--- src/hdl/assert_macros.svh ---
// ---------------------------------------------------------------------------
// Assertion macros
// Concurrent assertion helpers shared by the RTL; empty under synthesis.
// ---------------------------------------------------------------------------
`ifndef ASSERT_MACROS_SVH
`define ASSERT_MACROS_SVH

`ifndef SYNTHESIS

// prop must hold at every clock edge outside reset
`define ASSERT_HOLDS(lbl, clk, rst, prop) \
  lbl: assert property (@(posedge clk) disable iff (rst) (prop)) \
    else $error("assertion failed");

// when ante holds, cons must hold in the next cycle
`define ASSERT_NEXT(lbl, clk, rst, ante, cons) \
  lbl: assert property (@(posedge clk) disable iff (rst) (ante) |=> (cons)) \
    else $error("assertion failed");

`else

`define ASSERT_HOLDS(lbl, clk, rst, prop)
`define ASSERT_NEXT(lbl, clk, rst, ante, cons)

`endif

`endif

--- src/hdl/ffdc_pkg.sv ---
`timescale 1ns / 1ps
// ---------------------------------------------------------------------------
// ffdc_pkg
// Types, constants and the CRC16-Modbus bit step for the frame deframer.
// ---------------------------------------------------------------------------
package ffdc_pkg;

  localparam int          HDR_BYTES  = 4;   // marker, marker, command, length
  localparam int          LEN_W      = 5;   // payload_length / byte_index width
  localparam logic [15:0] CRC_INIT   = 16'hFFFF;
  localparam logic [15:0] CRC_POLY   = 16'hA001;
  localparam logic [2:0]  CRC_STEPS_LEFT = 3'd7;  // bit steps after the first

  // configuration register indexes
  localparam logic REG_START_FIRST  = 1'b0;
  localparam logic REG_START_SECOND = 1'b1;

  localparam logic STATUS_GOOD    = 1'b0;
  localparam logic STATUS_CRC_ERR = 1'b1;

  typedef enum logic [1:0] {
    PH_HUNT_FIRST,
    PH_HUNT_SECOND,
    PH_COLLECT
  } hunt_phase_t;

  typedef enum logic [1:0] {
    SQ_RUN,
    SQ_READ,
    SQ_LOAD
  } seq_state_t;

  typedef struct packed {
    logic init;   // restart at CRC_INIT
    logic feed;   // start a byte
  } crc_ctrl_t;

  function automatic logic [15:0] crc_bit_step(input logic [15:0] c);
    crc_bit_step = c[0] ? ((c >> 1) ^ CRC_POLY) : (c >> 1);
  endfunction

endpackage

--- src/hdl/ffdc_crc16.sv ---
`timescale 1ns / 1ps
// ---------------------------------------------------------------------------
// ffdc_crc16
// Bit-serial CRC16-Modbus engine: a byte is folded in one bit step at a time.
// ---------------------------------------------------------------------------
module ffdc_crc16 (
  input  logic                clk,
  input  logic                rst,
  input  ffdc_pkg::crc_ctrl_t ctrl,
  input  logic [7:0]          data_byte,
  output logic [15:0]         crc,
  output logic                busy
);
  import ffdc_pkg::*;

  logic [2:0] steps_left;

  // first bit step is taken in the feed cycle
  always_ff @(posedge clk) begin
    if (rst) begin
      crc        <= CRC_INIT;
      steps_left <= '0;
    end else if (ctrl.init) begin
      crc        <= CRC_INIT;
      steps_left <= '0;
    end else if (ctrl.feed) begin
      crc        <= crc_bit_step(crc ^ {8'h00, data_byte});
      steps_left <= CRC_STEPS_LEFT;
    end else if (steps_left != 3'd0) begin
      crc        <= crc_bit_step(crc);
      steps_left <= steps_left - 3'd1;
    end
  end

  assign busy = (steps_left != 3'd0);

endmodule

--- src/hdl/fixed_frame_deframer_crc16_unit.sv ---
`timescale 1ns / 1ps
// Input: a command, length or data byte holds the input through its accept and the
//   CRC bit steps in the bit-serial CRC engine; marker, noise and CRC bytes take no CRC bit steps.
// Results: a CRC error or zero-length item is valid in the cycle after the final
//   byte; a good frame's items follow it one at a time, each by a payload memory
//   read, then an output register load that waits until the output is free.
// Reset: rst is synchronous, active high; control and CRC state clear, the
//   payload memory is not cleared (every entry read is written first).
// ---------------------------------------------------------------------------
// fixed_frame_deframer_crc16_unit
// Fixed-length frame deframer: marker hunt, CRC16-Modbus check, payload out.
// ---------------------------------------------------------------------------
`include "assert_macros.svh"

module fixed_frame_deframer_crc16_unit #(
  parameter int DATA_BYTES  = 24,
  parameter int FRAME_BYTES = 32
) (
  input  logic                      clk,
  input  logic                      rst,
  // configuration write port
  input  logic                      cfg_we,
  input  logic                      cfg_index,
  input  logic [7:0]                cfg_data,
  // input channel
  input  logic                      in_valid,
  output logic                      in_stall,
  input  logic [7:0]                rx_byte,
  // output channel
  output logic                      out_valid,
  input  logic                      out_stall,
  output logic                      frame_status,
  output logic [7:0]                command,
  output logic [ffdc_pkg::LEN_W-1:0] payload_length,
  output logic [7:0]                payload_byte,
  output logic [ffdc_pkg::LEN_W-1:0] byte_index,
  output logic                      last_of_frame
);
  import ffdc_pkg::*;

  // data field actually used when the parameters disagree
  localparam int EFF_DATA = (DATA_BYTES < FRAME_BYTES - 6) ? DATA_BYTES : FRAME_BYTES - 6;
  localparam int PW       = $clog2(FRAME_BYTES);
  localparam int AW       = (DATA_BYTES > 1) ? $clog2(DATA_BYTES) : 1;

  localparam logic [PW-1:0]    POS_CMD    = PW'(2);
  localparam logic [PW-1:0]    POS_LEN    = PW'(3);
  localparam logic [PW-1:0]    POS_DATA   = PW'(HDR_BYTES);
  localparam logic [PW-1:0]    POS_CRC_LO = PW'(FRAME_BYTES - 2);
  localparam logic [PW-1:0]    POS_LAST   = PW'(FRAME_BYTES - 1);
  localparam logic [PW-1:0]    DATA_CNT   = PW'(EFF_DATA);
  localparam logic [LEN_W-1:0] EFF_LEN    = LEN_W'(EFF_DATA);

  // ---- configuration registers ----
  logic [7:0] start_first;
  logic [7:0] start_second;

  always_ff @(posedge clk) begin
    if (rst) begin
      start_first  <= 8'hAA;
      start_second <= 8'h55;
    end else if (cfg_we) begin
      case (cfg_index)
        REG_START_FIRST:  start_first  <= cfg_data;
        REG_START_SECOND: start_second <= cfg_data;
        default: ;
      endcase
    end
  end

  // ---- frame state ----
  hunt_phase_t      phase, phase_next;
  logic [PW-1:0]    pos, pos_next;
  logic [7:0]       held_cmd, held_cmd_next;
  logic [7:0]       held_len, held_len_next;
  logic [7:0]       crc_lo, crc_lo_next;

  seq_state_t       seq, seq_next;
  logic [LEN_W-1:0] emit_idx;
  logic [LEN_W-1:0] len_hold;

  crc_ctrl_t        crc_ctrl;
  logic [15:0]      crc;
  logic             crc_busy;

  logic             in_accept;
  logic             out_take;
  logic             final_byte;   // accepted byte is the CRC high byte
  logic             crc_match;
  logic [LEN_W-1:0] len_clamped;
  logic             direct_load;  // error or zero-length item straight to output
  logic             mem_load;     // payload item from the store
  logic             rd_en;
  logic             emit_last;

  // payload store: one write port from the collector, one read port for output
  logic [7:0]       store [DATA_BYTES];
  logic             mem_we;
  logic [AW-1:0]    mem_waddr;
  logic [7:0]       rd_data;
  logic [PW-1:0]    data_off;

  assign in_accept = in_valid && !in_stall;
  assign out_take  = out_valid && !out_stall;

  // bytes stall during CRC bit steps, during payload readout, and the final
  // byte waits until the output register is free
  assign in_stall = (seq != SQ_RUN) || crc_busy ||
                    (out_valid && (phase == PH_COLLECT) && (pos == POS_LAST));

  assign len_clamped = (held_len < 8'(EFF_DATA)) ? LEN_W'(held_len) : EFF_LEN;
  assign crc_match   = ({rx_byte, crc_lo} == crc);
  assign final_byte  = in_accept && (phase == PH_COLLECT) && (pos == POS_LAST);
  assign data_off    = pos - POS_DATA;

  // byte-level hunt / collect
  always_comb begin
    phase_next    = phase;
    pos_next      = pos;
    held_cmd_next = held_cmd;
    held_len_next = held_len;
    crc_lo_next   = crc_lo;
    crc_ctrl      = '0;
    mem_we        = 1'b0;
    mem_waddr     = AW'(data_off);
    if (in_accept) begin
      case (phase)
        PH_HUNT_FIRST: begin
          if (rx_byte == start_first) phase_next = PH_HUNT_SECOND;
        end
        PH_HUNT_SECOND: begin
          // second marker wins when both markers are equal
          if (rx_byte == start_second) begin
            phase_next    = PH_COLLECT;
            pos_next      = POS_CMD;
            crc_ctrl.init = 1'b1;
          end else if (rx_byte != start_first) begin
            phase_next = PH_HUNT_FIRST;
          end
        end
        PH_COLLECT: begin
          if (pos < POS_CRC_LO) begin
            crc_ctrl.feed = 1'b1;
            if (pos == POS_CMD) held_cmd_next = rx_byte;
            else if (pos == POS_LEN) held_len_next = rx_byte;
            else if ((pos >= POS_DATA) && (data_off < DATA_CNT)) mem_we = 1'b1;
            pos_next = pos + PW'(1);
          end else if (pos == POS_CRC_LO) begin
            crc_lo_next = rx_byte;
            pos_next    = pos + PW'(1);
          end else begin
            phase_next    = PH_HUNT_FIRST;
            pos_next      = '0;
            crc_ctrl.init = 1'b1;
          end
        end
        default: phase_next = PH_HUNT_FIRST;
      endcase
    end
  end

  always_ff @(posedge clk) begin
    if (rst) begin
      phase    <= PH_HUNT_FIRST;
      pos      <= '0;
      held_cmd <= '0;
      held_len <= '0;
      crc_lo   <= '0;
    end else begin
      phase    <= phase_next;
      pos      <= pos_next;
      held_cmd <= held_cmd_next;
      held_len <= held_len_next;
      crc_lo   <= crc_lo_next;
    end
  end

  ffdc_crc16 u_crc (
    .clk       (clk),
    .rst       (rst),
    .ctrl      (crc_ctrl),
    .data_byte (rx_byte),
    .crc       (crc),
    .busy      (crc_busy)
  );

  // ---- payload readout sequencer ----
  assign emit_last = ((emit_idx + LEN_W'(1)) == len_hold);

  always_comb begin
    seq_next = seq;
    case (seq)
      SQ_RUN: begin
        if (final_byte && crc_match && (len_clamped != '0)) seq_next = SQ_READ;
      end
      SQ_READ: seq_next = SQ_LOAD;
      SQ_LOAD: begin
        if (!out_valid) seq_next = emit_last ? SQ_RUN : SQ_READ;
      end
      default: seq_next = SQ_RUN;
    endcase
  end

  always_comb begin
    rd_en       = 1'b0;
    mem_load    = 1'b0;
    direct_load = 1'b0;
    case (seq)
      SQ_RUN:  direct_load = final_byte && (!crc_match || (len_clamped == '0));
      SQ_READ: rd_en = 1'b1;
      SQ_LOAD: mem_load = !out_valid;
      default: ;
    endcase
  end

  always_ff @(posedge clk) begin
    if (rst) begin
      seq      <= SQ_RUN;
      emit_idx <= '0;
      len_hold <= '0;
    end else begin
      seq <= seq_next;
      if (final_byte) begin
        emit_idx <= '0;
        len_hold <= len_clamped;
      end else if (mem_load) begin
        emit_idx <= emit_idx + LEN_W'(1);
      end
    end
  end

  always_ff @(posedge clk) begin
    if (mem_we) store[mem_waddr] <= rx_byte;
    if (rd_en)  rd_data <= store[AW'(emit_idx)];
  end

  // ---- output register ----
  always_ff @(posedge clk) begin
    if (rst) begin
      out_valid <= 1'b0;
    end else if (direct_load || mem_load) begin
      out_valid <= 1'b1;
    end else if (out_take) begin
      out_valid <= 1'b0;
    end
  end

  always_ff @(posedge clk) begin
    if (direct_load) begin
      frame_status   <= crc_match ? STATUS_GOOD : STATUS_CRC_ERR;
      command        <= held_cmd;
      payload_length <= len_clamped;
      payload_byte   <= 8'h00;
      byte_index     <= '0;
      last_of_frame  <= 1'b1;
    end else if (mem_load) begin
      frame_status   <= STATUS_GOOD;
      command        <= held_cmd;
      payload_length <= len_hold;
      payload_byte   <= rd_data;
      byte_index     <= emit_idx;
      last_of_frame  <= emit_last;
    end
  end

  // ---- checks ----
  // CRC engine only steps while a frame is being collected
  `ASSERT_HOLDS(a_crc_busy_collect, clk, rst, !crc_busy || (phase == PH_COLLECT))
  // a result is never written over one still waiting
  `ASSERT_HOLDS(a_no_overwrite, clk, rst, !(out_valid && (direct_load || mem_load)))
  // readout never runs past the clamped length
  `ASSERT_HOLDS(a_idx_bound, clk, rst, (seq == SQ_RUN) || (emit_idx < len_hold))
  // a payload load is shown in the next cycle
  `ASSERT_NEXT(a_load_shows, clk, rst, mem_load, out_valid && (byte_index == $past(emit_idx)))

endmodule
--- config.mk ---
export PLATFORM = sky130hd
export DESIGN_NAME = fixed_frame_deframer_crc16_unit
export DESIGN_NICKNAME = d
export VERILOG_FILES = /design/src/hdl/ffdc_pkg.sv /design/src/hdl/ffdc_crc16.sv /design/src/hdl/fixed_frame_deframer_crc16_unit.sv
export VERILOG_INCLUDE_DIRS = /design/src /design/src/hdl
export SDC_FILE = /design/constraint.sdc
export NUM_CORES = 1
export LEC_CHECK = 0
export BUFFER_PORTS_ARGS = -buffer_cell sky130_fd_sc_hd__buf_2
export CORE_AREA = 2 2 210 160
export DETAILED_ROUTE_END_ITERATION = 10
export DIE_AREA = 0 0 212 162
export HOLD_SLACK_MARGIN = 0.15
export PLACE_DENSITY_LB_ADDON = 0.2
export SKIP_LAST_GASP = 1
export SYNTH_ARGS = -nofsm -noshare
export SYNTH_HDL_FRONTEND = slang
export SYNTH_SLANG_ARGS = --single-unit
--- constraint.sdc ---
create_clock -name clk -period 7.1 [get_ports clk]
set_input_delay 0.355 -clock clk [delete_from_list [all_inputs] [get_ports clk]]
set_output_delay 0.355 -clock clk [all_outputs]
set_load 0.005 [all_outputs]
======== Yosys cells after proc, flatten, opt, wreduce, memory -nomap -nowiden ========
Memories as Yosys holds them, arrays and structs flattened. A register that Yosys moved wholly into a read port is not among the register bits.
Cells that the tools add are included.
word-level totals
  register bits ........................... 107
  bits in latches ......................... 0
  bits in writable memories ............... 192
  memory bits (read-only) ................. 0
  input bits .............................. 22
  memories kept ........................... 1
memories
  name   depth  width  read ports  clocked after Yosys merged registers in  write ports  RTL line                               text
  store  24     8      1           1                                        1            fixed_frame_deframer_crc16_unit.sv:97  logic [7:0] store [DATA_BYTES];
cells by class
  add/sub/neg operators ................... 4
  multipliers ............................. 0
  divide/modulo/power cells ............... 0
  order comparisons ....................... 4
  eq/ne operators ......................... 20
  shifts and indexed selects .............. 0
  muxes and demuxes ....................... 48
  bitwise logic cells ..................... 6
  reductions and logical operators ........ 38
operators with widths
  operator                                            number
  2-to-1 mux 16 bit                                   4
  2-to-1 mux 5 bit                                    6
  2-to-1 mux 1 bit                                    22
  == test 16 bit                                      1
  == test 8 bit                                       2
  2-to-1 mux 2 bit                                    8
  2-to-1 mux 8 bit                                    2
  bitwise XOR 16 x 8 -> 16 bit                        1
  inequality test 2 bit, second input constant        6
  one-hot mux 2 bit (3 select lines)                  2
  adder 5 x 1 -> 5 bit, second input constant         2
  == test 5 x 2 -> 1 bit, second input constant       2
  == test 5 bit, second input constant                2
  logical AND 1 bit                                   10
  < comparator 5 bit, second input constant           2
  one-hot mux 5 bit (2 select lines)                  1
  AND reduction 5 bit                                 2
  nonzero test 2 bit                                  5
  < comparator 8 x 5 -> 1 bit, second input constant  1
  inequality test 8 bit                               1
  AND reduction 4 bit                                 2
  2-to-1 mux 3 bit                                    2
  NOT 2 -> 3 bit                                      2
  AND reduction 2 bit                                 3
  other kinds (17)                                    29

======== Logic depth before layout (Yosys ltp) ========
  depth after elaboration ................. 12
  depth in mapped cells ................... 9

======== Modules after synthesis ========
A second synthesis with hierarchy kept.
unflattened totals
  cells, all modules ...................... 889
  area, all modules ....................... 12650.9 um2
modules (own cells, without submodules)
  module                           instances  cells each  area an instance (um2)  seq. area each (um2)
  fixed_frame_deframer_crc16_unit  1          782         11772.5                 7907.6
  ffdc_crc16                       1          107         878.3                   380.4

======== Least setup slack after synthesis ========
OpenSTA, ideal clock, no wires.
  path type ............................... reg2reg
  start ................................... reg pos[0]
  end ..................................... mem store[13][0], enable pin
  library setup time ...................... 370 ps
  arrival ................................. 2089 ps
  data required time ...................... 6730 ps
  setup slack ............................. 4641 ps
  stages on the path, launching flop included .. 9
  buffers on the path ..................... 0
  cells stage by stage .................... dfxtp_1 > ha_1 > and2_1 > ha_1 > nand2_1 > nand4_4 > a211oi_2 > nand3_1 > nor2_1
on the way
  word-level cells in the longest chain between the ends .. 11
ends and longest elaborated chain
  element                                 RTL line                                text
  start, declared                         fixed_frame_deframer_crc16_unit.sv:73   logic [PW-1:0] pos, pos_next;
  start signal, assigned                  fixed_frame_deframer_crc16_unit.sv:171  pos <= pos_next;
  subtractor 5 x 3 -> 5 bit               fixed_frame_deframer_crc16_unit.sv:114  assign data_off = pos - POS_DATA;
  < comparator 5 bit                      fixed_frame_deframer_crc16_unit.sv:146  else if ((pos >= POS_DATA) && (data_off < DATA_CNT)) mem_we = 1'b1;
  logical AND 1 bit                       fixed_frame_deframer_crc16_unit.sv:146
  2-to-1 mux 1 bit                        fixed_frame_deframer_crc16_unit.sv:146
  2-to-1 mux 1 bit                        fixed_frame_deframer_crc16_unit.sv:145  else if (pos == POS_LEN) held_len_next = rx_byte;
  2-to-1 mux 1 bit                        fixed_frame_deframer_crc16_unit.sv:144  if (pos == POS_CMD) held_cmd_next = rx_byte;
  2-to-1 mux 1 bit                        fixed_frame_deframer_crc16_unit.sv:142  if (pos < POS_CRC_LO) begin
  2-to-1 mux 1 bit                        fixed_frame_deframer_crc16_unit.sv:127  case (phase)
  2-to-1 mux 1 bit                        fixed_frame_deframer_crc16_unit.sv:126  if (in_accept) begin
  2-to-1 mux 1 bit                        fixed_frame_deframer_crc16_unit.sv:233  if (mem_we) store[mem_waddr] <= rx_byte;
  2-to-1 mux 1 bit (not written as such)  fixed_frame_deframer_crc16_unit.sv:233
  end, declared                           fixed_frame_deframer_crc16_unit.sv:97
Parallel ways exist; a longest one is shown, timed or not.

======== Final worst setup path ========
  start ................................... reg pos[1]
  end ..................................... reg command[6], enable pin
on the way
  word-level cells in the longest chain between the ends .. 10
ends and longest elaborated chain
  element                         RTL line                                                                        text
  == test 5 bit *                 fixed_frame_deframer_crc16_unit.sv:109, fixed_frame_deframer_crc16_unit.sv:113
  logical AND 1 bit               fixed_frame_deframer_crc16_unit.sv:109                                          (out_valid && (phase == PH_COLLECT) && (pos == POS_LAST));
  logical OR 1 bit                fixed_frame_deframer_crc16_unit.sv:108                                          assign in_stall = (seq != SQ_RUN) || crc_busy ||
  logical NOT 1 bit               fixed_frame_deframer_crc16_unit.sv:103                                          assign in_accept = in_valid && !in_stall;
  logical AND 1 bit               fixed_frame_deframer_crc16_unit.sv:103
  logical AND 1 bit               fixed_frame_deframer_crc16_unit.sv:113                                          assign final_byte = in_accept && (phase == PH_COLLECT) && (pos == POS_LAST);
  logical AND 1 bit *             fixed_frame_deframer_crc16_unit.sv:113
  logical AND 1 bit *             fixed_frame_deframer_crc16_unit.sv:209                                          SQ_RUN: direct_load = final_byte && (!crc_match || (len_clamped == '0));
  2-to-1 mux 1 bit *              fixed_frame_deframer_crc16_unit.sv:208                                          case (seq)
  nonzero test 2 bit (no line) *  -
  end signal, assigned            fixed_frame_deframer_crc16_unit.sv:251                                          command <= held_cmd;
  end signal, assigned            fixed_frame_deframer_crc16_unit.sv:258                                          command <= held_cmd;
  end, declared                   fixed_frame_deframer_crc16_unit.sv:33                                           output logic [7:0] command,
Every way passes the cells marked *; elsewhere a longest branch is shown, timed or not.
A chain may end at the register's enable or synchronous reset.

==> impl_metrics.toml <==
[final_layout]
nFillCells = 2865
area.sequential_um2 = 8293
instances_no_fill = 1414
drive_gt1_share_pct = 19.03
area_growth_pct = 13.54
diodes = 0
multi_input_area_um2 = 4189
nets = 988

[grt]
antenna_found_initial = 0
grt_pass1_wl_mm = 44.83
grtUsageTotal_pct = 17.23
grt-busiest-layer = "met1"
use_met2_pct = 24.25
grt_max_degree = 55
use_met1_pct = 27.71
grt_use_met3_pct = 2.997
first_global_vias = 7196
grt-ovfl-total = 0

[timing]
rsz0062_at_grt = "false"
worst_slack_ns = 3.878
fin_tns_setup_ns = 0
setup_viol = 0
max_slew.worst_pin.slew_ns = 1.008
skew_ns = 0.02555
final_hold_viol_count = 0
period_share_pct = 45.38
drv_slew = 0
relSlewSlack_pct = 31.05
min_period_ns = 3.222
fmax_ghz = 0.3104

[clock_tree]
postCtsSetupRepairBufs = 0
cts_tree = "yes"
ctsRootBufferMaster = "clkbuf_16"
clock-sinks = 307
holdBufCountCts = 12
htreeDepth = 1
clock_latency_ns = 0.57
post_cts_resized = 0
cts_buffers = 29
cts.clk_slew.worst_paths_ns = 0.06
cts_buffer_depth = 3

[critical_path]
crit_required_ns = 7.32
cp-end-kind = "flop"
worstSetupStartpointType = "flop"
crit_arrival_ns = 3.44
critPathKind = "flop to flop"
worstPathMaxFanout = 21

[job]
drv_cap = 0

[synth]
syn_nets = 933
async_flop_share_pct = 0
synth_mux_area_share_pct = 12.91
yosysTopAreaCellShare_pct = 50.18
synth_cell_type_count = 61
synth-edff-count = 214
postSynthAreaPerCell_um2 = 14.29
synthAdderAreaFrac_pct = 1.466
synth_most_common_cell = "edfxtp_1"
synth-main-ff-cell = "edfxtp_1"
synth_compound_area_share_pct = 4.680
yosysWarnings = 0
synth-seq-cells = 307
synth_area_leaders = "edfxtp_1 50%, dfxtp_1 15%, mux4_2 9.8%"
synthSimpleGateAreaFrac_pct = 10.31
synth_area_leader_cell = "edfxtp_1"
synth-xor-area-share_pct = 3.351
synth.yosys.seq_area_share_pct = 64.72
syn-cell-area_um2 = 12810
syn_inst = 896
yosys-top-cells-count = "214 x edfxtp_1, 93 x dfxtp_1, 86 x nand2_1, 72 x nor2_1, 56 x mux4_2"
synth_top_family_by_area = "multiplexers"

[placement]
hpwl_mm = 18.18
dp_cells = 1350
port_buffers = 51
gp_congestion = 0.7752
dp_slack_ns = 3.887

[routing]
routedWlPerCell_um = 20.45
drt_iter0_drc = 590
drc_errors = 0
ant_nets = 0
drt-total-wl_mm = 28.92
first_pass_iters = 5
via_count = 7454
vias_per_cell = 5.272

[die]
initial_utilization_pct = 39.81
die_area_um2 = 34340
die_width_um = 212
core_area_um2 = 32160
io_pins = 52
die_y_um = 162
rows = 57

[pwr]
p_leak_nw = 4.956
p_per_area_nw_per_um2 = 270.3
vdd_drop_max_uv = 145.4

[outcome]
outcome = "finished, final reports clean"

[min_path]
min_path_type = "primary input to flop"
## placed cells by master (no fill, tap or decap), drive strengths merged, types with 3 or more instances in the layout
master | Yosys | layout
nor2 | 73 | 73
nor2b | 8 | 8
nand2 | 86 | 86
nand3 | 38 | 38
o21ai | 8 | 8
a21oi | 40 | 40
mux2i | 38 | 38
clkinv | 0 | 8
clkbuf | 21 | 39
and3 | 9 | 9
and2 | 3 | 3
xnor2 | 31 | 31
nand2b | 7 | 7
buf | 30 | 63
o22ai | 7 | 7
ha | 15 | 15
nor4 | 6 | 6
or2 | 3 | 3
dfxtp | 93 | 93
dlygate4sd3 | 0 | 12
xor2 | 18 | 18
edfxtp | 214 | 214
nor3 | 15 | 15
a211oi | 6 | 6
and4 | 3 | 3
bufinv | 0 | 3
o31ai | 9 | 9
inv | 18 | 20
nand4 | 12 | 12
mux4 | 56 | 56
## state kept, by name, summed over array words and instances, names as in the netlist, 2 cells and up
signal	flops
byte_index	5
command	8
crc_lo	8
emit_idx	5
held_cmd	8
held_len	8
len_hold	5
payload_byte	8
payload_length	5
phase	2
pos	5
rd_data	8
seq	2
start_first	8
start_second	8
store	192
u_crc.crc	16
u_crc.steps_left	3
## critical path, cell delays in order (launching register included)
cell	delay, ns
dfxtp_1	0.44
ha_1	0.31
and2_1	0.16
ha_1	0.17
nor2b_1	0.19
nand4_2	0.27
a21oi_2	0.85
or2_2	0.47
## worst paths after layout
check / cells past startpoint / startpoint / slack, ns / end
setup / recovery: 7 / pos[1] / 3.88 / command[6]
hold / removal: 1 / rx_byte[0] / 0.28 / store[23][0]
setup reg to reg: 7 / pos[1] / 3.88 / command[6]
hold reg to reg: 0 / held_cmd[2] / 0.43 / command[2]
## kinds of logic after synthesis
logic type / after synthesis
adders and majority gates: 15
and+or+nand+nor: 271
buffers and inverters: 69
xor gates and xnor gates: 49
DFF: 307
AOI/OAI and AO/OA: 90
muxes: 95
## cell type report
cell class / instances / area share (%)
flip-flops and latches: 307 / 57.03
multi-input cells: 520 / 28.81
clock buffers: 39 / 5.688
well taps: 442 / 3.803
repair buffers: 75 / 3.201
clock inverters: 13 / 0.9982
inverters: 18 / 0.4647
## layer usage
layer	up-vias	share of wire [%]
li1	3471	-
met4	0	1.5
met1	3734	51
met5	-	0
met3	31	5.8
met2	218	42
## through the flow
stage / total power, mW / util [%] / cell area, µm² / hold slack [ns]
final: 3.931 / 45.21 / 14540 / 0.2814
after floorplan: 2.267 / - / 12810 / 0.4076
after global placement: 2.366 / 41.81 / 13450 / 0.4193
after CTS: 3.958 / 45.21 / 14540 / 0.2694
after detailed placement: 2.369 / 41.81 / 13450 / 0.4204
after global routing: 4.078 / 45.21 / 14540 / 0.2744
## report_power, final
group          internal (mW)  switching, mW
combinational          0.132          0.205
sequential              1.96         0.0436
clock                  0.925          0.668
total                   3.01          0.917
Note: power is estimated with default switching activity, not from simulation.
